**src/design/binary_reply_frame_parser_defines.svh**
```systemverilog
`ifndef BINARY_REPLY_FRAME_PARSER_DEFINES_SVH
`define BINARY_REPLY_FRAME_PARSER_DEFINES_SVH

// same-cycle implication, sampled on clk, idle during reset
`define BRFP_ASSERT_NOW(lbl, ante, cons) \
  lbl: assert property (@(posedge clk) disable iff (!rst_n) (ante) |-> (cons)) \
    else $error("brfp assertion failed");

// next-cycle implication, sampled on clk, idle during reset
`define BRFP_ASSERT_NEXT(lbl, ante, cons) \
  lbl: assert property (@(posedge clk) disable iff (!rst_n) (ante) |=> (cons)) \
    else $error("brfp assertion failed");

`endif

```
**src/design/brfp_pkg.sv**
```systemverilog
`default_nettype none

package brfp_pkg;

  localparam int unsigned HEADER_BYTES      = 4;
  localparam int unsigned NUMERIC_MAX_BYTES = 4;
  localparam int unsigned LEN_BYTE_POS      = 3;
  localparam int unsigned ERR_BYTE_POS      = 4;
  localparam int unsigned CNT_W             = 10;
  localparam logic [7:0]  CHECK_TARGET      = 8'h5A;

  typedef enum logic [2:0] {
    ST_BUSY   = 3'd0,
    ST_OK     = 3'd1,
    ST_VALUE  = 3'd2,
    ST_DRVERR = 3'd3,
    ST_BADSUM = 3'd4,
    ST_EXTRA  = 3'd5
  } brfp_status_t;

  typedef struct packed {
    brfp_status_t status;
    logic [31:0]  numeric_value;
    logic         value_is_numeric;
    logic [7:0]   drive_error_code;
    logic [7:0]   payload_byte;
    logic         payload_byte_valid;
  } brfp_result_t;

endpackage

`default_nettype wire

```
**src/design/brfp_core.sv**
```systemverilog
`default_nettype none
`include "binary_reply_frame_parser_defines.svh"

module brfp_core #(
  parameter int unsigned NUMERIC_MAX_BYTES = brfp_pkg::NUMERIC_MAX_BYTES
) (
  input  wire logic                  clk,
  input  wire logic                  rst_n,
  input  wire logic                  step_en,
  input  wire logic [7:0]            rx_byte,
  input  wire logic                  start_new,
  output brfp_pkg::brfp_result_t     res
);
  import brfp_pkg::*;

  logic [CNT_W-1:0] byte_count_r, byte_count_nxt;
  logic [7:0]       xor_sum_r, xor_sum_nxt;
  logic [7:0]       payload_words_r, payload_words_nxt;
  logic [7:0]       header_error_r, header_error_nxt;
  logic             header_done_r, header_done_nxt;
  logic             reply_done_r, reply_done_nxt;
  logic [31:0]      value_accum_r, value_accum_nxt;

  logic [CNT_W-1:0] eff_count;
  logic [7:0]       eff_xor;
  logic [7:0]       eff_words;
  logic [7:0]       eff_err;
  logic             eff_hdr;
  logic             eff_done;
  logic [31:0]      eff_accum;
  logic [CNT_W-1:0] data_len;

  always_comb begin
    eff_count = start_new ? '0 : byte_count_r;
    eff_xor   = start_new ? '0 : xor_sum_r;
    eff_words = start_new ? '0 : payload_words_r;
    eff_err   = start_new ? '0 : header_error_r;
    eff_hdr   = start_new ? 1'b0 : header_done_r;
    eff_done  = start_new ? 1'b0 : reply_done_r;
    eff_accum = start_new ? '0 : value_accum_r;

    byte_count_nxt    = eff_count;
    xor_sum_nxt       = eff_xor;
    payload_words_nxt = eff_words;
    header_error_nxt  = eff_err;
    header_done_nxt   = eff_hdr;
    reply_done_nxt    = eff_done;
    value_accum_nxt   = eff_accum;
    data_len          = '0;

    res = '0;
    res.status = ST_BUSY;

    if (eff_done) begin
      res.status = ST_EXTRA;
    end else begin
      xor_sum_nxt    = eff_xor ^ rx_byte;
      byte_count_nxt = eff_count + CNT_W'(1);
      if (eff_hdr) begin
        res.payload_byte       = rx_byte;
        res.payload_byte_valid = 1'b1;
        value_accum_nxt        = {eff_accum[23:0], rx_byte};
        data_len               = byte_count_nxt - CNT_W'(HEADER_BYTES);
        reply_done_nxt         = (data_len[CNT_W-1:1] == {1'b0, eff_words});
      end else begin
        if (byte_count_nxt == CNT_W'(LEN_BYTE_POS)) begin
          payload_words_nxt = rx_byte;
        end else if (byte_count_nxt == CNT_W'(ERR_BYTE_POS)) begin
          header_error_nxt = rx_byte;
        end
        if (byte_count_nxt == CNT_W'(HEADER_BYTES)) begin
          header_done_nxt = 1'b1;
          reply_done_nxt  = (payload_words_nxt == 8'd0);
        end
      end
      if (reply_done_nxt) begin
        if (xor_sum_nxt != CHECK_TARGET) begin
          res.status = ST_BADSUM;
        end else if (header_error_nxt != 8'd0) begin
          res.status           = ST_DRVERR;
          res.drive_error_code = header_error_nxt;
        end else if (payload_words_nxt == 8'd0) begin
          res.status = ST_OK;
        end else begin
          res.status = ST_VALUE;
          if ({payload_words_nxt, 1'b0} <= 9'(NUMERIC_MAX_BYTES)) begin
            res.value_is_numeric = 1'b1;
            res.numeric_value    = value_accum_nxt;
          end
        end
      end
    end
  end

  always_ff @(posedge clk) begin
    if (!rst_n) begin
      byte_count_r    <= '0;
      xor_sum_r       <= '0;
      payload_words_r <= '0;
      header_error_r  <= '0;
      header_done_r   <= 1'b0;
      reply_done_r    <= 1'b0;
      value_accum_r   <= '0;
    end else if (step_en) begin
      byte_count_r    <= byte_count_nxt;
      xor_sum_r       <= xor_sum_nxt;
      payload_words_r <= payload_words_nxt;
      header_error_r  <= header_error_nxt;
      header_done_r   <= header_done_nxt;
      reply_done_r    <= reply_done_nxt;
      value_accum_r   <= value_accum_nxt;
    end
  end

  `BRFP_ASSERT_NOW(a_echo_only_in_payload, res.payload_byte_valid, (res.status != ST_OK) && (res.status != ST_EXTRA) && header_done_r)
  `BRFP_ASSERT_NOW(a_numeric_only_value, res.value_is_numeric, res.status == ST_VALUE)
  `BRFP_ASSERT_NEXT(a_extra_holds_state, step_en && (res.status == ST_EXTRA), $stable(byte_count_r) && $stable(xor_sum_r) && reply_done_r)
  `BRFP_ASSERT_NEXT(a_done_sticky, !step_en && reply_done_r, reply_done_r)

endmodule

`default_nettype wire

```
**src/design/binary_reply_frame_parser.sv**
```systemverilog
// Binary reply frame parser.
// Input channel (in_*): one reply byte per transaction in in_tdata; in_tuser set
// clears the parser before that byte is taken, so it marks the first byte of a reply.
// Output channel (out_*): exactly one result per input byte, in order. Status is
// in progress until the reply completes, then ok, value, drive error or bad
// checksum; bytes after completion report too much data until the next start.
// Payload bytes are echoed with out_tuser[4] set; short payloads also come out
// as a big-endian number on the completing byte.
// Path: an accepted byte is held in the input register; its result is then registered
// in the result register that drives out_*. Throughput: one byte per cycle unless
// stalled, set by the parser state update between the input and result registers.
// Stall: while out_tvalid is high and out_tready is low the result register holds; a byte is still
// taken only while the input register is empty, and in_tready stays low while
// it is full until the result register drains.
// Reset: rst_n low clears both valid flags and all parser state, as if a new
// reply were starting.
`default_nettype none

module binary_reply_frame_parser #(
  parameter int unsigned NUMERIC_MAX_BYTES = brfp_pkg::NUMERIC_MAX_BYTES
) (
  input  wire logic        clk,
  input  wire logic        rst_n,
  input  wire logic        in_tvalid,
  output logic             in_tready,
  input  wire logic [7:0]  in_tdata,   // [7:0] rx_byte
  input  wire logic        in_tuser,   // [0] start_new
  output logic             out_tvalid,
  input  wire logic        out_tready,
  output logic [47:0]      out_tdata,  // [31:0] numeric_value, [39:32] drive_error_code,
                                       // [47:40] payload_byte
  output logic [4:0]       out_tuser   // [2:0] reply_status, [3] value_is_numeric,
                                       // [4] payload_byte_valid
);
  import brfp_pkg::*;

  logic         in_valid_r;
  logic [7:0]   in_byte_r;
  logic         in_start_r;
  logic         out_valid_r;
  brfp_result_t out_res_r;
  brfp_result_t core_res;
  logic         advance;

  assign advance   = in_valid_r && (!out_valid_r || out_tready);
  assign in_tready = !in_valid_r || advance;

  brfp_core #(
    .NUMERIC_MAX_BYTES (NUMERIC_MAX_BYTES)
  ) u_core (
    .clk       (clk),
    .rst_n     (rst_n),
    .step_en   (advance),
    .rx_byte   (in_byte_r),
    .start_new (in_start_r),
    .res       (core_res)
  );

  always_ff @(posedge clk) begin
    if (!rst_n) begin
      in_valid_r  <= 1'b0;
      out_valid_r <= 1'b0;
    end else begin
      if (in_tready) begin
        in_valid_r <= in_tvalid;
      end
      if (advance) begin
        out_valid_r <= 1'b1;
      end else if (out_tready) begin
        out_valid_r <= 1'b0;
      end
    end
  end

  always_ff @(posedge clk) begin
    if (in_tready && in_tvalid) begin
      in_byte_r  <= in_tdata;
      in_start_r <= in_tuser;
    end
    if (advance) begin
      out_res_r <= core_res;
    end
  end

  assign out_tvalid = out_valid_r;
  assign out_tdata  = {out_res_r.payload_byte, out_res_r.drive_error_code,
                       out_res_r.numeric_value};
  assign out_tuser  = {out_res_r.payload_byte_valid, out_res_r.value_is_numeric,
                       out_res_r.status};

endmodule

`default_nettype wire
```
**config.mk**
```make
export PLATFORM = sky130hd
export DESIGN_NAME = binary_reply_frame_parser
export DESIGN_NICKNAME = d
export VERILOG_FILES = /design/src/design/brfp_pkg.sv /design/src/design/brfp_core.sv /design/src/design/binary_reply_frame_parser.sv
export VERILOG_INCLUDE_DIRS = /design/src /design/src/design
export SDC_FILE = /design/constraint.sdc
export NUM_CORES = 1
export LEC_CHECK = 0
export ABC_AREA = 1
export ABC_CLOCK_PERIOD_IN_PS = 10050
export BUFFER_PORTS_ARGS = -buffer_cell sky130_fd_sc_hd__buf_4
export CORE_UTILIZATION = 55
export DETAILED_ROUTE_END_ITERATION = 7
export GPL_TIMING_DRIVEN = 0
export PLACE_DENSITY = 0.75
export SETUP_SLACK_MARGIN = 0.3
export SYNTH_ARGS = -nofsm -noshare
export SYNTH_HDL_FRONTEND = slang
export SYNTH_SLANG_ARGS = --single-unit
```
**constraint.sdc**
```tcl
create_clock -name clk -period 10.05 [get_ports clk]
set_input_delay 1.5075 -clock clk [delete_from_list [all_inputs] [get_ports clk]]
set_output_delay 1.5075 -clock clk [all_outputs]
set_load 0.03 [all_outputs]
```
# Word-level counts from Yosys, hierarchy flattened
# Cells that the tools add are included.
dict set report op_classes {
  n_mux 41
  eq_ne 4
  order_cmp 1
  mul 0
  n_shift 0
  div 0
  bitwise_logic 5
  n_reduce_logical 15
  n_addsub 2
}
# op count
set op_table {}
lappend op_table {{$mux 8} 16}
lappend op_table {{$mux 33} 3}
lappend op_table {{$mux 32} 3}
lappend op_table {{$mux 44} 1}
lappend op_table {{$mux 41} 1}
lappend op_table {{$mux 10} 2}
lappend op_table {{$logic_not 8->1} 2}
lappend op_table {{$mux 1} 12}
lappend op_table {{$add 10x1->10 const B} 1}
lappend op_table {{$eq 10x2->1 const B} 1}
lappend op_table {{$eq 10x3->1 const B} 1}
lappend op_table {{$sub 10x3->10 const B} 1}
lappend op_table {{$eq 9x8->1} 1}
lappend op_table {{$le 9x3->1 const B} 1}
lappend op_table {{$ne 8x7->1 const B} 1}
lappend op_table {{$reduce_bool 8->1} 1}
lappend op_table {{$xor 8x8->8} 1}
lappend op_table {{$mux 3} 2}
lappend op_table {{$reduce_or 6->1} 1}
lappend op_table {{$reduce_or 5->1} 1}
lappend op_table {{$not 1->1} 4}
lappend op_table {{$reduce_or 4->1} 1}
lappend op_table {{$reduce_or 3->1} 1}
lappend op_table {{$logic_and 1x1->1} 2}
lappend op_table {{5 further kinds} 7}
dict set report word_totals {
  reg_bits 132
  memories 0
  romBits 0
  in_bits 13
  mem_bits_rw 0
  word_cells 86
  out_inout_bits 55
  latchBits 0
}

# Logic depth before layout (Yosys ltp)
# Gate-level depths: netlist of the first run.
dict set report logic_depth {
  depth_word 14
  mapped_depth 24
  ltp_nobuf 22
}

# Cells and area by module
# Synthesis of the first run repeated with hierarchy kept, for this count alone.
dict set report unflattened {
  hier_cells 905
  area_unflattened_um2 7041.8
}
# mod instances cells_per_inst area_per_inst_um2
set by_module_without_submodules {}
lappend by_module_without_submodules {brfp_core 1 830 5084.9}
lappend by_module_without_submodules {binary_reply_frame_parser 1 75 1956.9}

# Worst setup path after synthesis of the first run
# OpenSTA, ideal clock, no wires.
dict set report synth_timing {
  path_type {register -> register}
  from {register in_start_r}
  to {register out_res_r (netlist bit out_tdata[20]), data pin}
  path_buffers 3
  arrival_ns 3.233
  path_slack_ns 6.564
  stages_incl_launch_ff 21
  period_less_slack_ns 3.486
  required_ns 9.797
  path_cell_list {edfxtp_1 clkbuf_1 buf_1 nor2_1 ha_1 nand3_1 nand2_1 ha_1 nand2_1 inv_1 nand3_4 nand2_1 nand2_1 o21ai_0 nor2_1 nand2_1 nor2_1 nor2_1 nand2_2 buf_6 nor2_1}
}
dict set report synth_between {
  elab_chain_len 12
  elab_cells_between_ends 34
  classes_between {add/sub: 2; order compare: 1; eq/ne: 4; mux: 20; bitwise: 3; reduce/logical: 4}
}
# item line
set synth_lines {}
lappend synth_lines {{from (decl)} binary_reply_frame_parser.sv:39} ;# logic in_start_r;
lappend synth_lines {{from (signal assigned)} binary_reply_frame_parser.sv:78} ;# in_start_r <= in_tuser;
lappend synth_lines {{branches (longest 12 deep; another with $add 10x1->10)} --}
lappend synth_lines {{to (signal assigned)} binary_reply_frame_parser.sv:81} ;# out_res_r <= core_res;
lappend synth_lines {{to (decl)} binary_reply_frame_parser.sv:41} ;# brfp_result_t out_res_r;
# Parallel ways; which one is timed is not known. The select of a mux whose other input is x is not followed.
# A chain may end at the register's enable or synchronous reset.

# Worst setup path in the final report of the first run
dict set report layout_timing {
  from {register in_start_r}
  to {register out_res_r (netlist bit out_tdata[22]), data pin}
}
# Same word-level chain as after synthesis.

==> results of run 1 <==
[layout make-up]
| type | instances | area, sq um | area share [%] |
|---|---|---|---|
| sequential | 132 | 3260 | 39.9 |
| multi-input combinational | 548 | 2840 | 34.7 |
| inverter | 140 | 528 | 6.46 |
| timing repair buffer | 68 | 523 | 6.40 |
| clock buffer | 21 | 460 | 5.63 |
| tap | 168 | 210 | 2.57 |
| buffer | 41 | 180 | 2.20 |
| clock inverter | 11 | 173 | 2.11 |
[logic make-up (layout without fill, tap and decap cells)]
| family | Yosys count | in the layout |
|---|---|---|
| compound gates | 167 | 167 |
| xor+xnor | 17 | 17 |
| buf+inv | 181 | 281 |
| simple gates | 355 | 355 |
| fa+ha+maj | 6 | 6 |
| mux | 3 | 3 |
| flops | 132 | 132 |
[critical path, cell delays in order, from the launching register on]
cell      delay (ns)
edfxtp_1        0.53
clkbuf_1        0.49
buf_1           0.48
nor2_1          0.17
ha_1            0.28
nand3_1         0.11
nand2_1         0.15
ha_1            0.23
nand2_1         0.28
inv_1           0.23
nand3_4         0.20
nand2_1         0.09
nand3_1         0.07
nand2_1         0.07
nor2_1          0.28
nand2_1         0.09
nor2_1          0.19
nor2_1          0.08
nand2_2         0.21
buf_6           0.21
nor2_2          0.05
[layer usage]
layer,share of wire (%),vias to the layer above,GRT usage (%)
li1,-,2962,-
met1,42,2764,36.7
met2,47,250,47.0
met3,7.6,40,5.89
met4,2.8,0,13.9
met5,0,-,0
[metrics by stage]
| step | util (%) | setup slack, ns |
|---|---|---|
| after CTS | 67.8 | 5.39 |
| after global placement | 62.4 | 5.56 |
| after global routing | 67.8 | 4.95 |
| final | 67.8 | 5.29 |
| after floorplan | - | 6.56 |
| after detailed placement | 62.5 | 5.52 |
[layout by cell type, fill, tap and decap left out, types with 2 or more instances in the layout]
cell,count
a21oi_1,51
a221oi_1,2
a31oi_1,2
buf_1,5
buf_4,68
buf_6,3
bufinv_16,4
clkbuf_1,34
clkbuf_16,17
clkbuf_8,2
clkinvlp_4,2
dfxtp_1,70
edfxtp_1,62
ha_1,6
inv_1,131
inv_2,7
inv_4,2
inv_6,2
mux2i_1,3
nand2_1,170
nand2_2,7
nand3_1,61
nand4_1,10
nor2_1,64
nor2_2,30
nor2_4,2
nor2_8,2
nor3_1,3
o211a_1,10
o211ai_1,10
o21ai_0,86
o21ai_1,3
o21bai_1,2
xnor2_1,4
xor2_1,12
[registers in the layout, indices dropped and copies added (netlist names)]
register                cells
out_tvalid                  1
in_byte_r                   8
u_core.payload_words_r      8
u_core.byte_count_r        10
out_tuser                   5
u_core.value_accum_r       32
u_core.header_done_r        1
u_core.header_error_r       8
u_core.xor_sum_r            8
in_valid_r                  1
out_tdata                  48
in_start_r                  1
u_core.reply_done_r         1
[worst max path at each step]
stage,from,end,slack [ns],depth (start not counted)
final,in_start_r$_DFFE_PP_,out_tdata[22]$_SDFFCE_PP0P_,5.29,20
after global routing,in_start_r$_DFFE_PP_,out_tdata[20]$_SDFFCE_PP0P_,4.95,20
after CTS,in_start_r$_DFFE_PP_,out_tdata[22]$_SDFFCE_PP0P_,5.39,20
after detailed placement,in_start_r$_DFFE_PP_,out_tdata[22]$_SDFFCE_PP0P_,5.52,20
after global placement,in_start_r$_DFFE_PP_,out_tdata[22]$_SDFFCE_PP0P_,5.56,20
after floorplan,in_start_r$_DFFE_PP_,out_tdata[20]$_SDFFCE_PP0P_,6.56,20
[report_power, final]
| group | internal, mW | leakage (nW) | switching, mW |
|---|---|---|---|
| logic | 0.0521 | 2.09 | 0.112 |
| registers | 0.591 | 1.19 | 0.0158 |
| clock network | 0.429 | 0.305 | 0.239 |
==> reports/summary.txt, run 1 <==
YS warnings: 0
P_leak: 3.59 nW
CTS Buf Count: 17
area grow syn2layout: 20.1%
Final nets: 967
# setup viols final: 0
Final Hold Fails: 0
clk_skew: 0.0112 ns
required time worst endpoint: 10.24 ns
mux contribution to synthesized area: 0.441%
Least-Margin Pin Slew: 0.700 ns
layout cells sized above 1: 16.3%
Synth top cells by count: nand2_1 (170), inv_1 (132), o21ai_0 (86)
outcome: finished, final reports clean
Max IR drop VDD: 0.124 mV
Final Instance Area: 0.00817 sq mm
Root Driver: clkbuf_16
Die W: 113 um
CP startpoint kind: flip-flop
Final HPWL DP: 12200 um
Cells after Synth: 861
clk slew on worst S/H paths: 0.06 ns
PortBufs: 67
Placement Cell Area: 0.00754 sq mm
Post-CTS Setup Inserts: 0
asr flop ratio synth: 0%
Hold Crit Depth: 2
num rows: 40
gpl congestion: 0.971
XOR/XNOR Fraction of Synth Area: 2.46%
adder-cell share of the synthesized area: 1.10%
max-slew violation count: 0
diodes inserted: 0
ranking of synthesized cells by area: edfxtp_1 (27%), dfxtp_1 (21%), nand2_1 (9.4%), inv_1 (7.3%), o21ai_0 (6.3%)
Initial Util: 56.4%
post-synth net total: 880
DR vias: 6016
Hold Path Sink: u_core.byte_count_r[1]$_SDFFE_PN0P_
Skew-Pair Late Insertion Delay: 0.43 ns
most frequent cell after synthesis: nand2_1
H-tree levels: 4
Synth Flop Type: dfxtp_1
total track usage: 28.8%
Fin Setup TNS: 0 ns
clock sinks: 132
initial antenna violation count: 0
fillers: 1009
Core Area: 0.0121 sq mm
area leader, netlist: edfxtp_1
Hold Slack: 0.467 ns
drt first pass iters: 6
Tcrit/Tclk final: 47.4%
Power Density: 176 mW/mm^2
CTS tree: built
antenna viol nets, final: 0
# DRC: 0
clock tree buffer depth: 2
GRT overflow: 0
Yosys top cell area share: 27.3%
Via-to-Cell Ratio: 5.33
PostCTS Resize Cnt: 0
first-iteration detailed-routing DRC count: 576
vias in the first global route: 5694
Syn Area/Cell: 7.91 sq um
final WL: 17300 um
Worst Reg-to-Reg Cells: 20
Pwr Total: 1.44 mW
Avg WL per Cell: 15.3 um
Post-Syn Area: 0.00681 sq mm
launching point of the worst reg2reg path: in_start_r$_DFFE_PP_
compound-gate portion of the synthesized area: 13.6%
beginning of the worst hold path: u_core.byte_count_r[1]$_SDFFE_PN0P_
die area: 0.0128 sq mm
crit end category: flip-flop
Hold Crit Class: flip-flop to flip-flop
Die Ht: 113 um
# IOs: 68
total of max-cap violations: 0
Max-slew headroom: 53.4%
register area share after synthesis: 47.9%
register bit total from synthesis: 132
Fmax achieved: 210 MHz
post-synth cell types: 39
WS Path Type: flip-flop to flip-flop
simple logic cell fraction of the synthesized area: 24.0%
Worst R2R End: out_tdata[22]$_SDFFCE_PP0P_
largest net degree at the start of global routing: 45
hold buffer count at cts: 0
post-route insts no fill: 1129
r2r setup slk: 5.29 ns
post-route minimum period: 4.76 ns
largest family of logic cells by synthesized area: simple AND/OR/NAND/NOR gates
CP arrival: 4.95 ns
RSZ-0062 raised after global routing: false
dpl cells: 1097
first-pass GRT wire length: 28100 um
EDFF count, synth: 62
CP Max Fanout: 10
Power figures use the tool's default switching activity.
==> inputs of run 2 (changes only) <==
--- a/config.mk
+++ b/config.mk
@@ -7,12 +7,12 @@
 export NUM_CORES = 1
 export LEC_CHECK = 0
 export ABC_AREA = 1
-export ABC_CLOCK_PERIOD_IN_PS = 10050
+export ABC_CLOCK_PERIOD_IN_PS = 4200
 export BUFFER_PORTS_ARGS = -buffer_cell sky130_fd_sc_hd__buf_4
-export CORE_UTILIZATION = 55
+export CORE_UTILIZATION = 54
 export DETAILED_ROUTE_END_ITERATION = 7
 export GPL_TIMING_DRIVEN = 0
-export PLACE_DENSITY = 0.75
+export PLACE_DENSITY = 0.77
 export SETUP_SLACK_MARGIN = 0.3
 export SYNTH_ARGS = -nofsm -noshare
 export SYNTH_HDL_FRONTEND = slang
==> constraint.sdc (replaced) <==
create_clock -name clk -period 4.2 [get_ports clk]
set_input_delay 0.63 -clock clk [delete_from_list [all_inputs] [get_ports clk]]
set_output_delay 0.63 -clock clk [all_outputs]
set_load 0.03 [all_outputs]
==> run 2 against run 1 <==
Against the previous run: non-clock buffer count rose by 5; clock skew rose by 0.0056 ns; sequential share of layout area down 0.30 points; critical path depth rose by 2; maximum frequency is 29% higher; worst hold slack got worse by 0.097 ns; design area grew 0.77%; wire length rose by 0.61%; utilization about the same; first-iteration DRC count increased by 1.9%; clock power is 120% higher; via count up 1.4%; critical path type unchanged; critical endpoint is now out_tdata[20]$_SDFFCE_PP0P_; largest power group is now registers; highest routed layer unchanged.
==> reports/summary.txt, run 2 (synthesis gave the netlist of run 1 again) <==
RSZ-0062 raised after global routing: false (unchanged)
launching point of the worst reg2reg path: in_start_r$_DFFE_PP_ (unchanged)
P_leak: 3.60 nW (was 3.59 nW)
Worst Setup SP: in_start_r$_DFFE_PP_ (unchanged)
post-route minimum period: 3.69 ns (was 4.76 ns)
total of max-cap violations: 0 (unchanged)
commonest non-fill, non-tap cell in the layout: nand2_1 (unchanged)
dpl cells: 1097 (unchanged)
Core Area: 0.0122 sq mm (was 0.0121 sq mm)
num rows: 40 (unchanged)
# setup viols final: 0 (unchanged)
Max-slew headroom: 49.6% (was 53.4%)
DR vias: 6098 (was 6016)
CP arrival: 3.97 ns (was 4.95 ns)
Least-Margin Pin Slew: 0.754 ns (was 0.700 ns)
met1 WL: 7450 um (was 7340 um)
post-route insts no fill: 1133 (was 1129)
slowest CP cell: edfxtp_1 (unchanged)
final worst-path setup slack: 0.510 ns (was 5.29 ns)
Power Density: 402 mW/mm^2 (was 176 mW/mm^2)
Hold Crit Class: input port to flip-flop (was flip-flop to flip-flop)
outcome: finished, final reports clean (unchanged)
max-slew violation count: 0 (unchanged)
Pwr Total: 3.31 mW (was 1.44 mW)
clk_skew: 0.0168 ns (was 0.0112 ns)
WS Path Type: flip-flop to flip-flop (unchanged)
first-pass GRT wire length: 27400 um (was 28100 um)
PortBufs: 67 (unchanged)
CTS tree: built (unchanged)
CP Max Fanout: 10 (unchanged)
most frequent CP cell: nand2_1 (unchanged)
crit end category: flip-flop (unchanged)
Tcrit/Tclk final: 87.8% (was 47.4%)
drt first pass iters: 7 (was 6)
H-tree levels: 4 (unchanged)
Final nets: 972 (was 967)
Placement Cell Area: 0.00754 sq mm (unchanged)
initial antenna violation count: 0 (unchanged)
required time worst endpoint: 4.48 ns (was 10.24 ns)
Max IR drop VDD: 0.273 mV (was 0.124 mV)
Final HPWL DP: 12200 um (about the same)
Root Driver: clkbuf_16 (unchanged)
Hold Slack: 0.370 ns (was 0.467 ns)
antenna viol nets, final: 0 (unchanged)
hold buffer count at cts: 0 (unchanged)
Bufs and invs on worst path: 4 (unchanged)
GRT overflow: 0 (unchanged)
CP top delay family: simple AND/OR/NAND/NOR gates (unchanged)
first-iteration detailed-routing DRC count: 587 (was 576)
CP startpoint kind: flip-flop (unchanged)
top sig layer: met4 (unchanged)
clk slew on worst S/H paths: 0.06 ns (about the same)
Die Ht: 114 um (was 113 um)
fillers: 1027 (was 1009)
metal2 WL: 8010 um (was 8160 um)
diodes inserted: 0 (unchanged)
CP cell instances: buf_4 > clkbuf_4 > nor2_4 > ha_4 > nand4_4 > nor2_1 > nand2_1 > nand2_2 > nand2_2 > nor2_8 > buf_4 > nand4_1 > nand2_1 > nand2_1 > nor2_1 > nand3_1 > nand2_1 > nand2_1 > nor2_2 > nand2_4 > buf_8 > nor2_1 (was clkbuf_1 > buf_1 > nor2_1 > ha_1 > nand3_1 > nand2_1 > ha_1 > nand2_1 > inv_1 > nand3_4 > nand2_1 > nand3_1 > nand2_1 > nor2_1 > nand2_1 > nor2_1 > nor2_1 > nand2_2 > buf_6 > nor2_2)
met3 WL: 1350 um (was 1320 um)
final WL: 17400 um (was 17300 um)
vias in the first global route: 5420 (was 5694)
# IOs: 68 (unchanged)
clock tree buffer depth: 2 (unchanged)
die area: 0.0131 sq mm (was 0.0128 sq mm)
Worst path max stage delay: 0.44 ns (was 0.53 ns)
layout cells sized above 1: 17.9% (was 16.3%)
DP Worst Slack: -0.320 ns (was 5.52 ns)
Skew-Pair Late Insertion Delay: 0.44 ns (was 0.43 ns)
Die W: 114 um (was 113 um)
total track usage: 28.1% (was 28.8%)
Fmax achieved: 271 MHz (was 210 MHz)
beginning of the worst hold path: in_tdata[1] (was u_core.byte_count_r[1]$_SDFFE_PN0P_)
area grow syn2layout: 21.0% (was 20.1%)
# DRC: 0 (unchanged)
fin util: 67.7% (was 67.8%)
Via-to-Cell Ratio: 5.38 (was 5.33)
largest net degree at the start of global routing: 34 (was 45)
Fin Setup TNS: 0 ns (unchanged)
commonest non-fill, non-tap cells in the layout: nand2_1 (167), inv_1 (130), o21ai_0 (86) (was nand2_1 (170), inv_1 (131), o21ai_0 (86))
Avg WL per Cell: 15.4 um (was 15.3 um)
gpl congestion: 0.957 (was 0.971)
Final Instance Area: 0.00824 sq mm (was 0.00817 sq mm)
Final Hold Fails: 0 (unchanged)
Initial Util: 56.0% (was 56.4%)
CTS Buf Count: 17 (unchanged)
max reg flops: 48 (unchanged)
clock sinks: 132 (unchanged)
## run 2: cell count changes in the layout (fill, tap and decap cells not counted), sizes merged
cell and delta:
buf +5, clkinv +5, clkbuf -3, bufinv -2, inv -1
## run 2: cell type report
type / instances / area (sq um) / share of cell area (%)
Clock buffer: 18 / 439 / 5.33
Tap cell: 168 / 210 / 2.55
Timing Repair Buffer: 73 / 561 / 6.81
Sequential cell: 132 / 3260 / 39.6
Buffer: 41 / 199 / 2.42
Inverter: 140 / 528 / 6.41
Clock inverter: 13 / 133 / 1.61
Multi-Input combinational cell: 548 / 2900 / 35.3
## run 2: routing by layer
metal / vias up / global-route usage (%)
li1: 2978 / -
met2: 272 / 44.3
met5: - / 0
met4: 0 / 15.6
met3: 54 / 5.88
met1: 2794 / 36.2
## run 2: what timing repair did
action / in CTS / in global routing
endpoints found under the setup margin: 43 / 43
gates resized for setup: 6 / 19
buffers inserted: 1 / 4
pin swaps: 0 / 7
## run 2: worst paths after layout
| kind | endpoint | slack, ns | depth (start not counted) |
|---|---|---|---|
| worst max-delay path | out_tdata[20]$_SDFFCE_PP0P_ | 0.51 | 22 |
| worst min-delay path | in_byte_r[1]$_DFFE_PP_ | 0.37 | 1 |
| worst max register to register | out_tdata[20]$_SDFFCE_PP0P_ | 0.51 | 22 |
| worst min register to register | u_core.header_done_r$_SDFFE_PN0P_ | 0.50 | 2 |
## run 2: worst reg2reg max path: cells and delay by family (launching register included)
| kind | cells | cell delay (ns) |
|---|---|---|
| flip-flops | 1 | 0.44 |
| AND/OR/NAND/NOR | 17 | 2.14 |
| buffers and inverters | 4 | 0.80 |
| adder cells (fa/ha/maj) | 1 | 0.17 |
## run 2: report_power, final
group	switching (mW)	leakage [nW]	total, mW	internal (mW)
Combinational	0.276	2.13	0.409	0.133
Sequential	0.0378	1.19	1.45	1.41
Clock	0.566	0.277	1.45	0.881
Total	0.879	3.60	3.31	2.43
